<file path="config.mk">
export PLATFORM = sky130hd
export DESIGN_NAME = base64_encoder_line_wrap
export DESIGN_NICKNAME = d
export VERILOG_FILES = /design/src/rtl/b64lw_pkg.sv /design/src/rtl/b64lw_front.sv /design/src/rtl/b64lw_queue.sv /design/src/rtl/b64lw_back.sv /design/src/rtl/base64_encoder_line_wrap.sv
export SDC_FILE = /design/constraint.sdc
export NUM_CORES = 1
export LEC_CHECK = 0
export ABC_AREA = 1
export BUFFER_PORTS_ARGS = -buffer_cell sky130_fd_sc_hd__buf_2
export CAP_MARGIN = 20
export CORE_MARGIN = 3
export CORE_UTILIZATION = 59
export DETAILED_ROUTE_END_ITERATION = 6
export GPL_TIMING_DRIVEN = 1
export PLACE_DENSITY = 0.88
export SYNTH_ARGS = -nofsm -noshare
export SYNTH_HDL_FRONTEND = slang
export SYNTH_HIERARCHICAL = 1
export SYNTH_SLANG_ARGS = --single-unit
</file>
<file path="constraint.sdc">
create_clock -name clk -period 3.8 [get_ports clk]
set_clock_uncertainty 0.15 [all_clocks]
set_input_delay 0.76 -clock clk [delete_from_list [all_inputs] [get_ports clk]]
set_output_delay 0.76 -clock clk [all_outputs]
set_load 0.005 [all_outputs]
</file>
<file path="src/rtl/b64lw_pkg.sv">
// Package for the line-wrapping base64 encoder.
// Holds the shared command type, character codes and the symbol table.
// Standalone: depends on nothing.
package b64lw_pkg;

    localparam int LINE_CHARS_DEF  = 68;
    localparam int QUEUE_DEPTH_DEF = 4;
    localparam int LC_W            = 7;
    localparam int INDENT_W        = 5;

    localparam logic [7:0] CH_NL    = 8'h0A;
    localparam logic [7:0] CH_SPACE = 8'h20;
    localparam logic [7:0] CH_PAD   = 8'h3D;
    localparam logic [7:0] CH_UPPER = 8'h41;
    localparam logic [7:0] CH_LOWER = 8'h61;
    localparam logic [7:0] CH_DIGIT = 8'h30;
    localparam logic [7:0] CH_PLUS  = 8'h2B;
    localparam logic [7:0] CH_SLASH = 8'h2F;

    localparam logic [1:0] PHASE_0 = 2'd0;
    localparam logic [1:0] PHASE_1 = 2'd1;
    localparam logic [1:0] PHASE_2 = 2'd2;

    // One command per accepted byte: everything the back end must emit.
    typedef struct packed {
        logic       wrap;      // emit a line start first
        logic       nl;        // line start includes a newline
        logic [5:0] sym0;
        logic [5:0] sym1;
        logic       two_sym;
        logic [1:0] npad;
        logic       last;
    } cmd_t;

    typedef enum logic [2:0] {
        SQ_START,
        SQ_NL,
        SQ_SPACE,
        SQ_SYM0,
        SQ_SYM1,
        SQ_PAD
    } seq_t;

    function automatic logic [7:0] b64_sym(input logic [5:0] v);
        logic [7:0] r;
        if (v < 6'd26)
            r = CH_UPPER + {2'b00, v};
        else if (v < 6'd52)
            r = CH_LOWER + {2'b00, v - 6'd26};
        else if (v < 6'd62)
            r = CH_DIGIT + {2'b00, v - 6'd52};
        else if (v == 6'd62)
            r = CH_PLUS;
        else
            r = CH_SLASH;
        return r;
    endfunction

endpackage

</file>
<file path="src/rtl/b64lw_front.sv">
// Front end: accepts message bytes, tracks group phase and line fill,
// and turns each byte into one command. Depends on b64lw_pkg.
module b64lw_front #(
    parameter int LINE_CHARS = b64lw_pkg::LINE_CHARS_DEF
) (
    input  logic               clk,
    input  logic               rst_n,
    input  logic               in_valid,
    output logic               in_stall,
    input  logic [7:0]         data_byte,
    input  logic               last_byte,
    input  logic               q_full,
    output logic               q_push,
    output b64lw_pkg::cmd_t    q_cmd
);

    localparam logic [b64lw_pkg::LC_W-1:0] LIMIT = b64lw_pkg::LC_W'(LINE_CHARS);

    logic [1:0]                   phase_reg, phase_next;
    logic [3:0]                   carry_reg, carry_next;
    logic [b64lw_pkg::LC_W-1:0]   line_reg, line_next;
    logic                         wrap_reg, wrap_next;
    logic                         started_reg, started_next;

    logic [b64lw_pkg::LC_W-1:0]   lc1, lc2;
    logic                         wrap1, wrap2;
    logic                         accept;

    assign in_stall = q_full;
    assign accept   = in_valid && !q_full;
    assign q_push   = accept;

    // Line fill after the first and second counted symbol.
    always_comb
    begin
        lc1   = line_reg + 1'b1;
        wrap1 = 1'b0;
        if (lc1 >= LIMIT)
        begin
            lc1   = '0;
            wrap1 = 1'b1;
        end
        lc2   = lc1 + 1'b1;
        wrap2 = 1'b0;
        if (lc2 >= LIMIT)
        begin
            lc2   = '0;
            wrap2 = 1'b1;
        end
    end

    always_comb
    begin
        q_cmd.wrap    = wrap_reg;
        q_cmd.nl      = wrap_reg && started_reg;
        q_cmd.last    = last_byte;
        q_cmd.sym1    = '0;
        q_cmd.two_sym = 1'b0;
        q_cmd.npad    = 2'd0;
        phase_next    = phase_reg;
        carry_next    = carry_reg;
        line_next     = lc1;
        wrap_next     = 1'b0;
        started_next  = 1'b1;
        unique case (phase_reg)
            b64lw_pkg::PHASE_1:
            begin
                q_cmd.sym0 = {carry_reg[1:0], data_byte[7:4]};
                carry_next = data_byte[3:0];
                phase_next = b64lw_pkg::PHASE_2;
                wrap_next  = wrap1;
                if (last_byte)
                begin
                    q_cmd.sym1    = {data_byte[3:0], 2'b00};
                    q_cmd.two_sym = 1'b1;
                    q_cmd.npad    = 2'd1;
                end
            end
            b64lw_pkg::PHASE_2:
            begin
                q_cmd.sym0    = {carry_reg, data_byte[7:6]};
                q_cmd.sym1    = data_byte[5:0];
                q_cmd.two_sym = 1'b1;
                carry_next    = '0;
                phase_next    = b64lw_pkg::PHASE_0;
                line_next     = lc2;
                wrap_next     = wrap1 || wrap2;
            end
            default:
            begin
                q_cmd.sym0 = data_byte[7:2];
                carry_next = {2'b00, data_byte[1:0]};
                phase_next = b64lw_pkg::PHASE_1;
                wrap_next  = wrap1;
                if (last_byte)
                begin
                    q_cmd.sym1    = {data_byte[1:0], 4'b0000};
                    q_cmd.two_sym = 1'b1;
                    q_cmd.npad    = 2'd2;
                end
            end
        endcase
        if (last_byte)
        begin
            phase_next   = b64lw_pkg::PHASE_0;
            carry_next   = '0;
            line_next    = '0;
            wrap_next    = 1'b1;
            started_next = 1'b0;
        end
    end

    always_ff @(posedge clk or negedge rst_n)
    begin
        if (!rst_n)
        begin
            phase_reg   <= b64lw_pkg::PHASE_0;
            carry_reg   <= '0;
            line_reg    <= '0;
            wrap_reg    <= 1'b1;
            started_reg <= 1'b0;
        end
        else if (accept)
        begin
            phase_reg   <= phase_next;
            carry_reg   <= carry_next;
            line_reg    <= line_next;
            wrap_reg    <= wrap_next;
            started_reg <= started_next;
        end
    end

endmodule

</file>
<file path="src/rtl/b64lw_queue.sv">
// Short command queue between front and back end.
// Register-based FIFO of b64lw_pkg::cmd_t entries.
module b64lw_queue #(
    parameter int DEPTH = b64lw_pkg::QUEUE_DEPTH_DEF
) (
    input  logic             clk,
    input  logic             rst_n,
    input  logic             push,
    input  b64lw_pkg::cmd_t  push_cmd,
    output logic             full,
    input  logic             pop,
    output logic             head_valid,
    output b64lw_pkg::cmd_t  head_cmd
);

    localparam int AW = $clog2(DEPTH);
    localparam int CW = $clog2(DEPTH + 1);
    localparam logic [AW-1:0] LAST_IDX = AW'(DEPTH - 1);
    localparam logic [CW-1:0] FULL_CNT = CW'(DEPTH);

    b64lw_pkg::cmd_t  mem [DEPTH];
    logic [AW-1:0]    wr_ptr_reg, wr_ptr_next;
    logic [AW-1:0]    rd_ptr_reg, rd_ptr_next;
    logic [CW-1:0]    count_reg, count_next;

    assign full       = (count_reg == FULL_CNT);
    assign head_valid = (count_reg != '0);
    assign head_cmd   = mem[rd_ptr_reg];

    always_comb
    begin
        wr_ptr_next = wr_ptr_reg;
        rd_ptr_next = rd_ptr_reg;
        count_next  = count_reg;
        if (push)
            wr_ptr_next = (wr_ptr_reg == LAST_IDX) ? '0 : wr_ptr_reg + 1'b1;
        if (pop)
            rd_ptr_next = (rd_ptr_reg == LAST_IDX) ? '0 : rd_ptr_reg + 1'b1;
        if (push && !pop)
            count_next = count_reg + 1'b1;
        else if (pop && !push)
            count_next = count_reg - 1'b1;
    end

    always_ff @(posedge clk)
    begin
        if (push)
            mem[wr_ptr_reg] <= push_cmd;
    end

    always_ff @(posedge clk or negedge rst_n)
    begin
        if (!rst_n)
        begin
            wr_ptr_reg <= '0;
            rd_ptr_reg <= '0;
            count_reg  <= '0;
        end
        else
        begin
            wr_ptr_reg <= wr_ptr_next;
            rd_ptr_reg <= rd_ptr_next;
            count_reg  <= count_next;
        end
    end

endmodule

</file>
<file path="src/rtl/b64lw_back.sv">
// Back end: expands the head command into characters, one per cycle while the output is not stalled,
// into a registered output stage. Depends on b64lw_pkg.
module b64lw_back (
    input  logic                             clk,
    input  logic                             rst_n,
    input  logic                             head_valid,
    input  b64lw_pkg::cmd_t                  head_cmd,
    output logic                             pop,
    input  logic [b64lw_pkg::INDENT_W-1:0]   indent,
    output logic                             out_valid,
    input  logic                             out_stall,
    output logic [7:0]                       out_char,
    output logic                             end_of_text
);

    b64lw_pkg::seq_t                  seq_reg, seq_next, step, step_after;
    logic [b64lw_pkg::INDENT_W-1:0]   cnt_reg, cnt_next, cnt, cnt_after, cnt_inc;
    logic                             done;
    logic                             load;
    logic [7:0]                       char_now;

    logic                             out_valid_reg;
    logic [7:0]                       out_char_reg;
    logic                             eot_reg;

    assign load        = head_valid && (!out_valid_reg || !out_stall);
    assign pop         = load && done;
    assign out_valid   = out_valid_reg;
    assign out_char    = out_char_reg;
    assign end_of_text = eot_reg;

    // Resolve the first step of a fresh command.
    always_comb
    begin
        if (seq_reg == b64lw_pkg::SQ_START)
        begin
            cnt = '0;
            if (head_cmd.wrap && head_cmd.nl)
                step = b64lw_pkg::SQ_NL;
            else if (head_cmd.wrap && indent != '0)
                step = b64lw_pkg::SQ_SPACE;
            else
                step = b64lw_pkg::SQ_SYM0;
        end
        else
        begin
            cnt  = cnt_reg;
            step = seq_reg;
        end
        cnt_inc = cnt + 1'b1;
    end

    // Step sequencing.
    always_comb
    begin
        step_after = b64lw_pkg::SQ_START;
        cnt_after  = '0;
        done       = 1'b0;
        unique case (step)
            b64lw_pkg::SQ_NL:
                step_after = (indent != '0) ? b64lw_pkg::SQ_SPACE : b64lw_pkg::SQ_SYM0;
            b64lw_pkg::SQ_SPACE:
            begin
                if (cnt_inc == indent)
                    step_after = b64lw_pkg::SQ_SYM0;
                else
                begin
                    step_after = b64lw_pkg::SQ_SPACE;
                    cnt_after  = cnt_inc;
                end
            end
            b64lw_pkg::SQ_SYM0:
            begin
                if (head_cmd.two_sym)
                    step_after = b64lw_pkg::SQ_SYM1;
                else
                    done = 1'b1;
            end
            b64lw_pkg::SQ_SYM1:
            begin
                if (head_cmd.npad != 2'd0)
                    step_after = b64lw_pkg::SQ_PAD;
                else
                    done = 1'b1;
            end
            b64lw_pkg::SQ_PAD:
            begin
                if (cnt_inc == {3'b000, head_cmd.npad})
                    done = 1'b1;
                else
                begin
                    step_after = b64lw_pkg::SQ_PAD;
                    cnt_after  = cnt_inc;
                end
            end
            default:
                done = 1'b1;
        endcase
    end

    always_comb
    begin
        if (load)
        begin
            seq_next = done ? b64lw_pkg::SQ_START : step_after;
            cnt_next = cnt_after;
        end
        else
        begin
            seq_next = seq_reg;
            cnt_next = cnt_reg;
        end
    end

    // Character for the current step.
    always_comb
    begin
        unique case (step)
            b64lw_pkg::SQ_NL:    char_now = b64lw_pkg::CH_NL;
            b64lw_pkg::SQ_SPACE: char_now = b64lw_pkg::CH_SPACE;
            b64lw_pkg::SQ_SYM0:  char_now = b64lw_pkg::b64_sym(head_cmd.sym0);
            b64lw_pkg::SQ_SYM1:  char_now = b64lw_pkg::b64_sym(head_cmd.sym1);
            b64lw_pkg::SQ_PAD:   char_now = b64lw_pkg::CH_PAD;
            default:             char_now = b64lw_pkg::CH_PAD;
        endcase
    end

    always_ff @(posedge clk or negedge rst_n)
    begin
        if (!rst_n)
        begin
            seq_reg       <= b64lw_pkg::SQ_START;
            cnt_reg       <= '0;
            out_valid_reg <= 1'b0;
        end
        else
        begin
            seq_reg <= seq_next;
            cnt_reg <= cnt_next;
            if (load)
                out_valid_reg <= 1'b1;
            else if (!out_stall)
                out_valid_reg <= 1'b0;
        end
    end

    always_ff @(posedge clk)
    begin
        if (load)
        begin
            out_char_reg <= char_now;
            eot_reg      <= done && head_cmd.last;
        end
    end

endmodule

</file>
<file path="src/rtl/base64_encoder_line_wrap.sv">
// Top level of the line-wrapping base64 encoder.
// Instantiates b64lw_front, b64lw_queue and b64lw_back; uses b64lw_pkg.
//
// Streams message bytes (last_byte flags the final one) out as standard
// base64 characters, one character per transfer on the output channel.
// Every line opens with indent_spaces spaces, and every line after the
// first with a newline before them; after LINE_CHARS data symbols the next
// byte starts a new line. The last byte completes the group with '='
// padding where the group needs it, and its final character carries
// end_of_text. Byte transfers complete while the command queue
// (QUEUE_DEPTH entries) has room; the output sequencer then emits one
// character per cycle while out_stall is low: newline and indent spaces
// at each line start, then the byte's one or two symbols, and on the last
// byte any tail symbol and padding. The output register refills as soon as
// it is taken, so characters stream while the receiver does not stall.
// indent_spaces is register 0 of the APB port (byte address 0, 5 bits);
// change it only while the encoder is idle.
module base64_encoder_line_wrap #(
    parameter int LINE_CHARS  = b64lw_pkg::LINE_CHARS_DEF,
    parameter int QUEUE_DEPTH = b64lw_pkg::QUEUE_DEPTH_DEF
) (
    input  logic        clk,
    input  logic        rst_n,
    // byte input channel
    input  logic        in_valid,
    output logic        in_stall,
    input  logic [7:0]  data_byte,
    input  logic        last_byte,
    // character output channel
    output logic        out_valid,
    input  logic        out_stall,
    output logic [7:0]  out_char,
    output logic        end_of_text,
    // configuration port
    input  logic        psel,
    input  logic        penable,
    input  logic        pwrite,
    input  logic [2:0]  paddr,
    input  logic [31:0] pwdata,
    output logic [31:0] prdata,
    output logic        pready
);

    logic [b64lw_pkg::INDENT_W-1:0] indent_reg;
    logic                           cfg_hit;

    logic             q_push, q_full, q_pop, q_head_valid;
    b64lw_pkg::cmd_t  q_push_cmd, q_head_cmd;

    // Register 0 sits at byte address 0; paddr[2] set selects nothing.
    assign cfg_hit = (paddr[2] == 1'b0);
    assign pready  = 1'b1;
    assign prdata  = cfg_hit ? {{(32 - b64lw_pkg::INDENT_W){1'b0}}, indent_reg} : 32'd0;

    // Write the indent on the access cycle of an APB write.
    always_ff @(posedge clk or negedge rst_n)
    begin
        if (!rst_n)
            indent_reg <= '0;
        else if (psel && penable && pwrite && cfg_hit)
            indent_reg <= pwdata[b64lw_pkg::INDENT_W-1:0];
    end

    // Front: classify each byte into a command and track line fill.
    b64lw_front #(
        .LINE_CHARS (LINE_CHARS)
    ) u_front (
        .clk       (clk),
        .rst_n     (rst_n),
        .in_valid  (in_valid),
        .in_stall  (in_stall),
        .data_byte (data_byte),
        .last_byte (last_byte),
        .q_full    (q_full),
        .q_push    (q_push),
        .q_cmd     (q_push_cmd)
    );

    // Queue: decouple byte intake from character output.
    b64lw_queue #(
        .DEPTH (QUEUE_DEPTH)
    ) u_queue (
        .clk        (clk),
        .rst_n      (rst_n),
        .push       (q_push),
        .push_cmd   (q_push_cmd),
        .full       (q_full),
        .pop        (q_pop),
        .head_valid (q_head_valid),
        .head_cmd   (q_head_cmd)
    );

    // Back: emit newline, indent, symbols and padding one per cycle while the output is not stalled.
    b64lw_back u_back (
        .clk         (clk),
        .rst_n       (rst_n),
        .head_valid  (q_head_valid),
        .head_cmd    (q_head_cmd),
        .pop         (q_pop),
        .indent      (indent_reg),
        .out_valid   (out_valid),
        .out_stall   (out_stall),
        .out_char    (out_char),
        .end_of_text (end_of_text)
    );

endmodule

</file>
## Word-level counts from Yosys, hierarchy flattened

Memories as Yosys holds them, arrays and structs flattened.
Index checks and enable logic that the tools add are counted.

- Memory bits (writable): 72
- Word-level logic and storage cells: 134
- Bits in registers: 45
- Bits of input ports: 51
- Bits in read-only memories: 0
- Bits in latches: 0
- Memories kept: 1

- Div/mod/pow operators: 0
- Equal/unequal tests: 15
- Reductions and logical operators: 25
- Shift operators: 0
- Bitwise logic cells: 1
- Order comparisons: 8
- $mul: 0
- Multiplexer cells: 53
- Add/sub/neg operators: 17

Memories:

| name | words | bits a word | read ports | clocked after Yosys merged registers in | wr ports | RTL line | RTL |
|---|---|---|---|---|---|---|---|
| u_queue.mem | 4 | 18 | 1 | 0 | 1 | b64lw_queue.sv:21 | `b64lw_pkg::cmd_t mem [DEPTH];` |

Operators with widths:

| operator | count |
|---|---|
| 8-bit 2-to-1 mux | 6 |
| 7-bit by 6-bit adder with 8-bit output, first input constant | 4 |
| 8-bit one-hot mux with 4 select lines | 1 |
| 3-bit 2-to-1 mux | 10 |
| 7-bit 2-to-1 mux | 4 |
| 13-bit one-hot mux with 2 select lines | 1 |
| 6-bit less-than comparator, second input constant | 4 |
| 5-bit 2-to-1 mux | 4 |
| 9-bit 2-to-1 mux | 2 |
| 1-bit 2-to-1 mux | 15 |
| 3-bit one-hot mux with 5 select lines | 1 |
| 6-bit by 6-bit adder with 7-bit output, first input constant | 2 |
| 7-bit by 1-bit adder with 7-bit output, second input constant | 2 |
| 7-bit greater-or-equal comparator, second input constant | 2 |
| 6-bit == test, second input constant | 2 |
| 1-bit logical AND | 12 |
| 6-bit by 5-bit less-than comparator with 1-bit output, second input constant | 2 |
| 6-bit by 5-bit subtractor with 6-bit output, second input constant | 2 |
| 6-bit subtractor, second input constant | 2 |
| 5-bit one-hot mux with 2 select lines | 1 |
| 3-bit == test, second input constant | 3 |
| 2-bit one-hot mux with 2 select lines | 2 |
| 4-bit one-hot mux with 2 select lines | 1 |
| 2-bit == test, second input constant | 3 |
| other kinds (21) | 31 |

## Depth between registers and ports, before layout

Gate-level depths: netlist of run 1.

- Depth after elaboration: 12
- Mapped depth: 24
- Gate-level depth less buffers: 23

## Modules after synthesis

The synthesis of run 1 kept the hierarchy.

By module, submodules not included:

| module | sequential area each (µm²) | instances | cells each | area each (µm²) |
|---|---|---|---|---|
| b64lw_queue | 2337.2 | 1 | 261 | 3325.7 |
| b64lw_back | 495.5 | 1 | 315 | 2095.8 |
| b64lw_front | 376.6 | 1 | 201 | 1328.8 |
| base64_encoder_line_wrap | 125.1 | 1 | 65 | 476.7 |

## Worst setup path after synthesis of run 1

Ideal clock, no wire load.

- Path type: flip-flop to flip-flop
- From: register u_back.seq_reg[2]
- To: register u_queue.count_reg[1]
- Arrival: 2.657 ns
- Cell stages (with the launch flop): 19
- Data required time: 3.533 ns
- Slack: 0.876 ns
- Library setup time: 0.117 ns
- Buffers on the path: 0
- Cell sequence: dfrtp_1 > nor2_4 > nand2_8 > nand2_4 > inv_2 > ha_1 > xnor2_1 > nand3_1 > nor2_2 > nand3_1 > o2111ai_1 > nand2_1 > inv_1 > inv_1 > ha_1 > inv_1 > fa_1 > nand2_1 > nand2_1

- Longest elaborated chain between the ends: 10
- Elaborated cells on any way between the ends: 19
- Classes of those cells: add/sub (1); eq/ne (6); mux (5); reduce/logical (7)

Ends and longest elaborated chain:

| element | RTL line | RTL |
|---|---|---|
| start: declaration | b64lw_back.sv:16 | `b64lw_pkg::seq_t seq_reg, seq_next, step, step_after;` |
| start signal: assignment | b64lw_back.sv:132 | `seq_reg <= b64lw_pkg::SQ_START;` |
| start signal: assignment | b64lw_back.sv:138 | `seq_reg <= seq_next;` |
| 3-bit logical NOT | b64lw_back.sv:35 | `if (seq_reg == b64lw_pkg::SQ_START)` |
| 5-bit 2-to-1 mux | b64lw_back.sv:35 |  |
| 5-bit by 1-bit adder with 5-bit output | b64lw_back.sv:50 | `cnt_inc = cnt + 1'b1;` |
| 5-bit by 2-bit == test with 1-bit output | b64lw_back.sv:88 | `if (cnt_inc == {3'b000, head_cmd.npad})` |
| 1-bit 2-to-1 mux | b64lw_back.sv:88 |  |
| 1-bit one-hot mux with 4 select lines (*) | b64lw_back.sv:59 | `unique case (step)` |
| 1-bit logical AND (*) | b64lw_back.sv:27 | `assign pop = load && done;` |
| named net q_pop | base64_encoder_line_wrap.sv:47 | `logic q_push, q_full, q_pop, q_head_valid;` |
| 1-bit logical NOT (*) | b64lw_queue.sv:39 | `if (push && !pop)` |
| 1-bit logical AND (*) | b64lw_queue.sv:39 |  |
| 3-bit 2-to-1 mux (*) | b64lw_queue.sv:39 |  |
| named net u_queue.count_next[1] | b64lw_queue.sv:24 | `logic [CW-1:0] count_reg, count_next;` |
| end signal: assignment | b64lw_queue.sv:63 | `count_reg <= count_next;` |
| end: declaration | b64lw_queue.sv:24 |  |

Mark *: on every way through the listed nets, which the timed path passes. The rest lies on a longest branch.
A chain may end at the register's enable or synchronous reset.

==> metrics.txt, run 1 <==
Layout area overhead 9.92%; Via density 5.47; max_slew headroom 42.6%; DR pass1 iterations 5; Post-synth ARST share 30.8%; WL final 15,000 um; Fmax 0.298 GHz; GRT Residual Overflow 0; CTS tree yes; Pleak 3.87 nW; Total GRT Usage 23.3%; Die Ht 117 um; DP HPWL 10,200 um; layout net count 964; Port-buffer cells 37; RePlAce Congestion 0.897; clk root buf clkbuf_16; Largest register FFs 72; endpoints failing setup 0; Data arrival, critical path 3360 ps; status finished clean; Ports 95; Max Cap Viol 0; Mean Syn Cell Area 8.58 sq um; synthesized cell area 7230 sq um; # resized after CTS 0; via count 5,673; core area 11,700 sq um; CTS clock-pin slew for the worst setup and hold paths 60 ps; Iteration-0 DRC Markers 459; class of the most critical setup path reg -> reg; Pwr per Cell Area 908 nW/um^2; Gate Count Post-Synth 842; Setup crit start kind register; Die W 117 um; vias in the first global route 5,328; die area 13,600 sq um; hold buffers post-CTS 0; Hold Crit Class in -> async; CTS Buffer Depth 2; Worst Tran Pin Value 860 ps; standard-cell rows 39; post-synthesis sequential area ratio 46.1%; pin count of the biggest net entering global routing 51; Ys Warns 6; crit path time final 3360 ps; Hold Vio Cnt, Final 0; ys flop type edfxtp_1; setup TNS 0 ps; DRC violations left 0; layout cells sized above 1 13.0%; # diodes 0; leading cell type in the layout, fill and taps excluded nand2_1; commonest cells after routing, fill and taps aside nand2_1 (223), inv_1 (141), edfxtp_1 (81); final hold slack 291 ps; Req. time, crit path 3800 ps; CTS sink count 117; Worst IR Drop VDD 0.607 mV; initial antenna violation count 0; post-synth cell types 49; Post-synth EDFFs 81; Wirelength per Cell 14.5 um; Initial Utilization 61.7%; Final Cycle Share 88.3%; RSZ-0062 raised after global routing false; Crit. End Element register; H-tree levels 4; Max Slew Vio Count 0; Post-CTS Setup Bufs 0; Final ANT Viol Nets 0; Seq cells post-synth 117; first-pass GRT wire length 24,600 um; number of CTS-inserted buffers 17; crit-path max FO 50; clk_lat worst skew 420 ps
## logic make-up after synthesis
family / Yosys count / share of synthesized area [%]
simple gates: 355 / 21.9
buf+inv: 197 / 13.2
compound gates: 124 / 11.3
flops: 117 / 46.1
fa+ha+maj: 31 / 5.47
xor+xnor: 16 / 1.94
other cells: 2 / 0.104
## worst paths after layout
| kind | to | from | slack [ps] | cells after the start |
|---|---|---|---|---|
| max reg2reg | u_back/out_char[5] | u_queue/rd_ptr_reg[0] | 440 | 16 |
| min | indent_reg[2] | rst_n | 290 | 1 |
| min in group clk | u_back/out_valid | u_back/out_valid | 340 | 2 |
| min reg2reg | u_back/out_valid | u_back/out_valid | 340 | 2 |
| max in group asynchronous | u_front/carry_reg[3] | rst_n | 2690 | 1 |
| max | u_back/out_char[5] | u_queue/rd_ptr_reg[0] | 440 | 16 |
## worst max-delay path: stages (launching register included)
cell and delay, ps:
dfrtp_1 420, inv_4 370, buf_4 340, nand2_1 90, o211ai_1 100, nand2_1 210, inv_1 160, ha_1 160
nand2_1 70, inv_1 70, o21ai_0 90, nand2_1 170, inv_1 80, nor2_1 190, o21ai_0 170, a21oi_1 150
nand3_1 80
## power by group
| part | internal [W] | switching (W) | leakage, nW | total, W |
|---|---|---|---|---|
| Sequential | 0.00187 | 0.000196 | 1.23 | 0.00206 |
| Combinational | 0.00116 | 0.00236 | 2.35 | 0.00351 |
| Clock | 0.00104 | 0.000600 | 0.289 | 0.00164 |
| Total | 0.00406 | 0.00315 | 3.87 | 0.00721 |
## stage by stage
step | total power, W | instance area, sq um | utilization (%) | cells | setup slack [ps]
floorplan | 0.00480 | 7320 | - | 868 | 876
detailed placement | 0.00551 | 7340 | 62.7 | 1006 | 518
global route | 0.00782 | 7940 | 67.8 | 1038 | 18.0
global placement | 0.00538 | 7340 | 62.7 | 1006 | 629
CTS | 0.00720 | 7940 | 67.8 | 1038 | 504
finish | 0.00721 | 7940 | 67.8 | 1038 | 444
## area by class of cell
type	count	area (sq um)
Sequential cell	117	3330
Clock inverter	14	175
Timing Repair Buffer	41	215
Fill cell	888	3770
Tap cell	143	179
Inverter	151	574
Multi-Input combinational cell	554	3040
Clock buffer	18	429
## per-layer routing
metal	GRT usage [%]	share of wire (%)	vias up
met1	29.7	42	2639
met2	38.7	49	194
met3	6.22	6.6	30
met4	8.33	1.8	0
met5	0	0	-
li1	-	-	2810
## synthesized netlist by cell type (all sizes together) (2+ instances only)
master | count | share of area [%]
edfxtp | 81 | 34
nand2 | 241 | 14
o211ai | 40 | 4.3
nor2 | 49 | 2.9
nor3 | 5 | 0.42
o32ai | 2 | 0.24
inv | 149 | 7.8
nand3 | 44 | 3.5
a21oi | 19 | 1.4
clkbuf | 3 | 0.31
dfrtp | 35 | 12
ha | 30 | 5.2
o2111ai | 2 | 0.24
nand4 | 12 | 1.0
xnor2 | 6 | 0.73
o22ai | 5 | 0.43
o221ai | 11 | 1.3
buf | 43 | 4.9
clkinv | 2 | 0.10
conb | 2 | 0.10
o21ai | 40 | 2.8
nand3b | 2 | 0.21
o21bai | 2 | 0.26
xor2 | 10 | 1.2
or2 | 2 | 0.17
No activity file was read; power rests on OpenSTA's default activity.
==> inputs of run 2 (changes only) <==
--- a/config.mk
+++ b/config.mk
@@ -13,6 +13,7 @@
 export DETAILED_ROUTE_END_ITERATION = 6
 export GPL_TIMING_DRIVEN = 1
 export PLACE_DENSITY = 0.88
+export RECOVER_POWER = 25
 export SYNTH_ARGS = -nofsm -noshare
 export SYNTH_HDL_FRONTEND = slang
 export SYNTH_HIERARCHICAL = 1
==> run 2 against run 1 <==
Net effect: die area unchanged; cell area decreased by 0.14%; largest power group unchanged; highest routed layer unchanged; the run now ends with max-capacitance violations, max-slew violations left; final cell count stayed put.
==> metrics.txt, run 2 (synthesis results as in run 1) <==
power share of the sequential group 28.6%; most used cell, CP nand2_1; CTS tree yes; pin count of the biggest net entering global routing 51; Layout area overhead 9.76%; Ports 95; Setup crit start kind register; DP HPWL 10,200 um; slowest stage delay, CP 420 ps; Wirelength per Cell 14.5 um; slowest stage cell, crit path dfrtp_1; first-pass GRT wire length 24,600 um; Hold Crit Class reg -> reg; crit path buf inv count 5; via count 5,680; die area 13,600 sq um; worst reg-to-reg setup slack 410 ps; vias in the first global route 5,328; Sw Pwr 0.00316 W; layout cells sized above 1 12.4%; Worst IR Drop VDD 0.612 mV; GRT Residual Overflow 0; max_slew headroom -30.5%; core area 11,700 sq um; RSZ-0062 raised after global routing false; CTS sink count 117; Die W 117 um; DR pass1 iterations 5; crit path time final 3390 ps; Data arrival, critical path 3400 ps; Largest register FFs 72; Worst Tran Pin Value 1960 ps; Req. time, crit path 3810 ps; highest metal used met4; leading cell type in the layout, fill and taps excluded nand2_1; class of the most critical setup path reg -> reg; Fmax 0.295 GHz; crit-path max FO 50; failing checks max-capacitance violations, max-slew violations; hold buffers post-CTS 0; Clock Power Share 22.7%; layout net count 964; endpoints failing setup 0; # diodes 0; clk_lat worst skew 420 ps; DRC violations left 0; met3 wire len 1020 um; sw frac 43.8%; initial antenna violation count 0; Crit. End Element register; CP cell instances inv_4 > buf_4 > nand2_1 > o211ai_1 > nand2_1 > inv_1 > ha_1 > nand2_1 > inv_1 > o21ai_0 > nand2_1 > inv_1 > nor2_1 > o21ai_0 > a21oi_1 > nand3_1; Max Cap Viol 1; final core occ 67.7%; Max Slew Vio Count 37; Post-CTS Setup Bufs 0; CTS clock-pin slew for the worst setup and hold paths 60 ps; WL final 15,100 um; standard-cell rows 39; Crit path max-delay family buffers and inverters; status finished with violations; setup TNS 0 ps; Total GRT Usage 23.3%; Die Ht 117 um; Iteration-0 DRC Markers 459; Int Power 0.00406 W; Initial Utilization 61.7%; Pwr per Cell Area 910 nW/um^2; # resized after CTS 0; Via density 5.47; combinational power share 48.7%; Port-buffer cells 37; clk root buf clkbuf_16; commonest cells after routing, fill and taps aside nand2_1 (223), inv_1 (141), edfxtp_1 (81); Hold Vio Cnt, Final 0; DR WL met2 7380 um; Final ANT Viol Nets 0; RePlAce Congestion 0.897; Final Cycle Share 89.1%; H-tree levels 4; final hold slack 343 ps; met1 WL 6390 um; CTS Buffer Depth 2; Pleak 3.86 nW; number of CTS-inserted buffers 17
==> run 2: path summary, 6_finish.rpt <==
path / startpoint / to / depth (start not counted)
setup / recovery: u_queue/rd_ptr_reg[0] / u_back/out_char[5] / 16
hold / removal: u_back/out_valid / u_back/out_valid / 2
setup reg to reg: u_queue/rd_ptr_reg[0] / u_back/out_char[5] / 16
hold reg to reg: u_back/out_valid / u_back/out_valid / 2
max in group asynchronous: rst_n / u_front/carry_reg[3] / 1
min in group asynchronous: rst_n / u_back/seq_reg[1] / 1
==> run 2: final cells by class <==
| cell class | count | area (sq um) |
|---|---|---|
| inverter | 151 | 574 |
| clock buffer | 18 | 429 |
| tap | 143 | 179 |
| clock inverter | 14 | 175 |
| fill | 892 | 3780 |
| sequential | 117 | 3330 |
| multi-input combinational | 554 | 3030 |
| timing repair buffer | 41 | 211 |
==> run 2: worst register-to-register path, stage by stage, from the launching register on <==
cell and delay [ps]:
dfrtp_1 420, inv_4 370, buf_4 360, nand2_1 90, o211ai_1 100, nand2_1 220, inv_1 160, ha_1 160
nand2_1 70, inv_1 70, o21ai_0 90, nand2_1 170, inv_1 80, nor2_1 190, o21ai_0 180, a21oi_1 170
nand3_1 80
==> run 2: metrics by stage <==
| step | area (sq um) | total power, W | worst slack, ps | std cells |
|---|---|---|---|---|
| floorplan | 7320 | 0.00480 | 876 | 868 |
| global route | 7930 | 0.00782 | 18.0 | 1038 |
| finish | 7930 | 0.00722 | 413 | 1038 |
| global placement | 7340 | 0.00538 | 629 | 1006 |
| CTS | 7940 | 0.00720 | 504 | 1038 |
| detailed placement | 7340 | 0.00551 | 518 | 1006 |
==> run 2: per-layer routing <==
layer | up-vias | global-route usage (%)
met5 | - | 0
li1 | 2806 | -
met3 | 37 | 6.22
met4 | 0 | 8.33
met1 | 2630 | 29.7
met2 | 207 | 38.7
==> run 2: power groups by stage <==
stage	clock [W]	sequential (W)	combinational (W)
after floorplan	0	0.00203	0.00277
after global placement	0	0.00206	0.00332
after detailed placement	0	0.00208	0.00343
after CTS	0.00166	0.00206	0.00348
after global routing	0.00171	0.00210	0.00400
final	0.00164	0.00206	0.00352
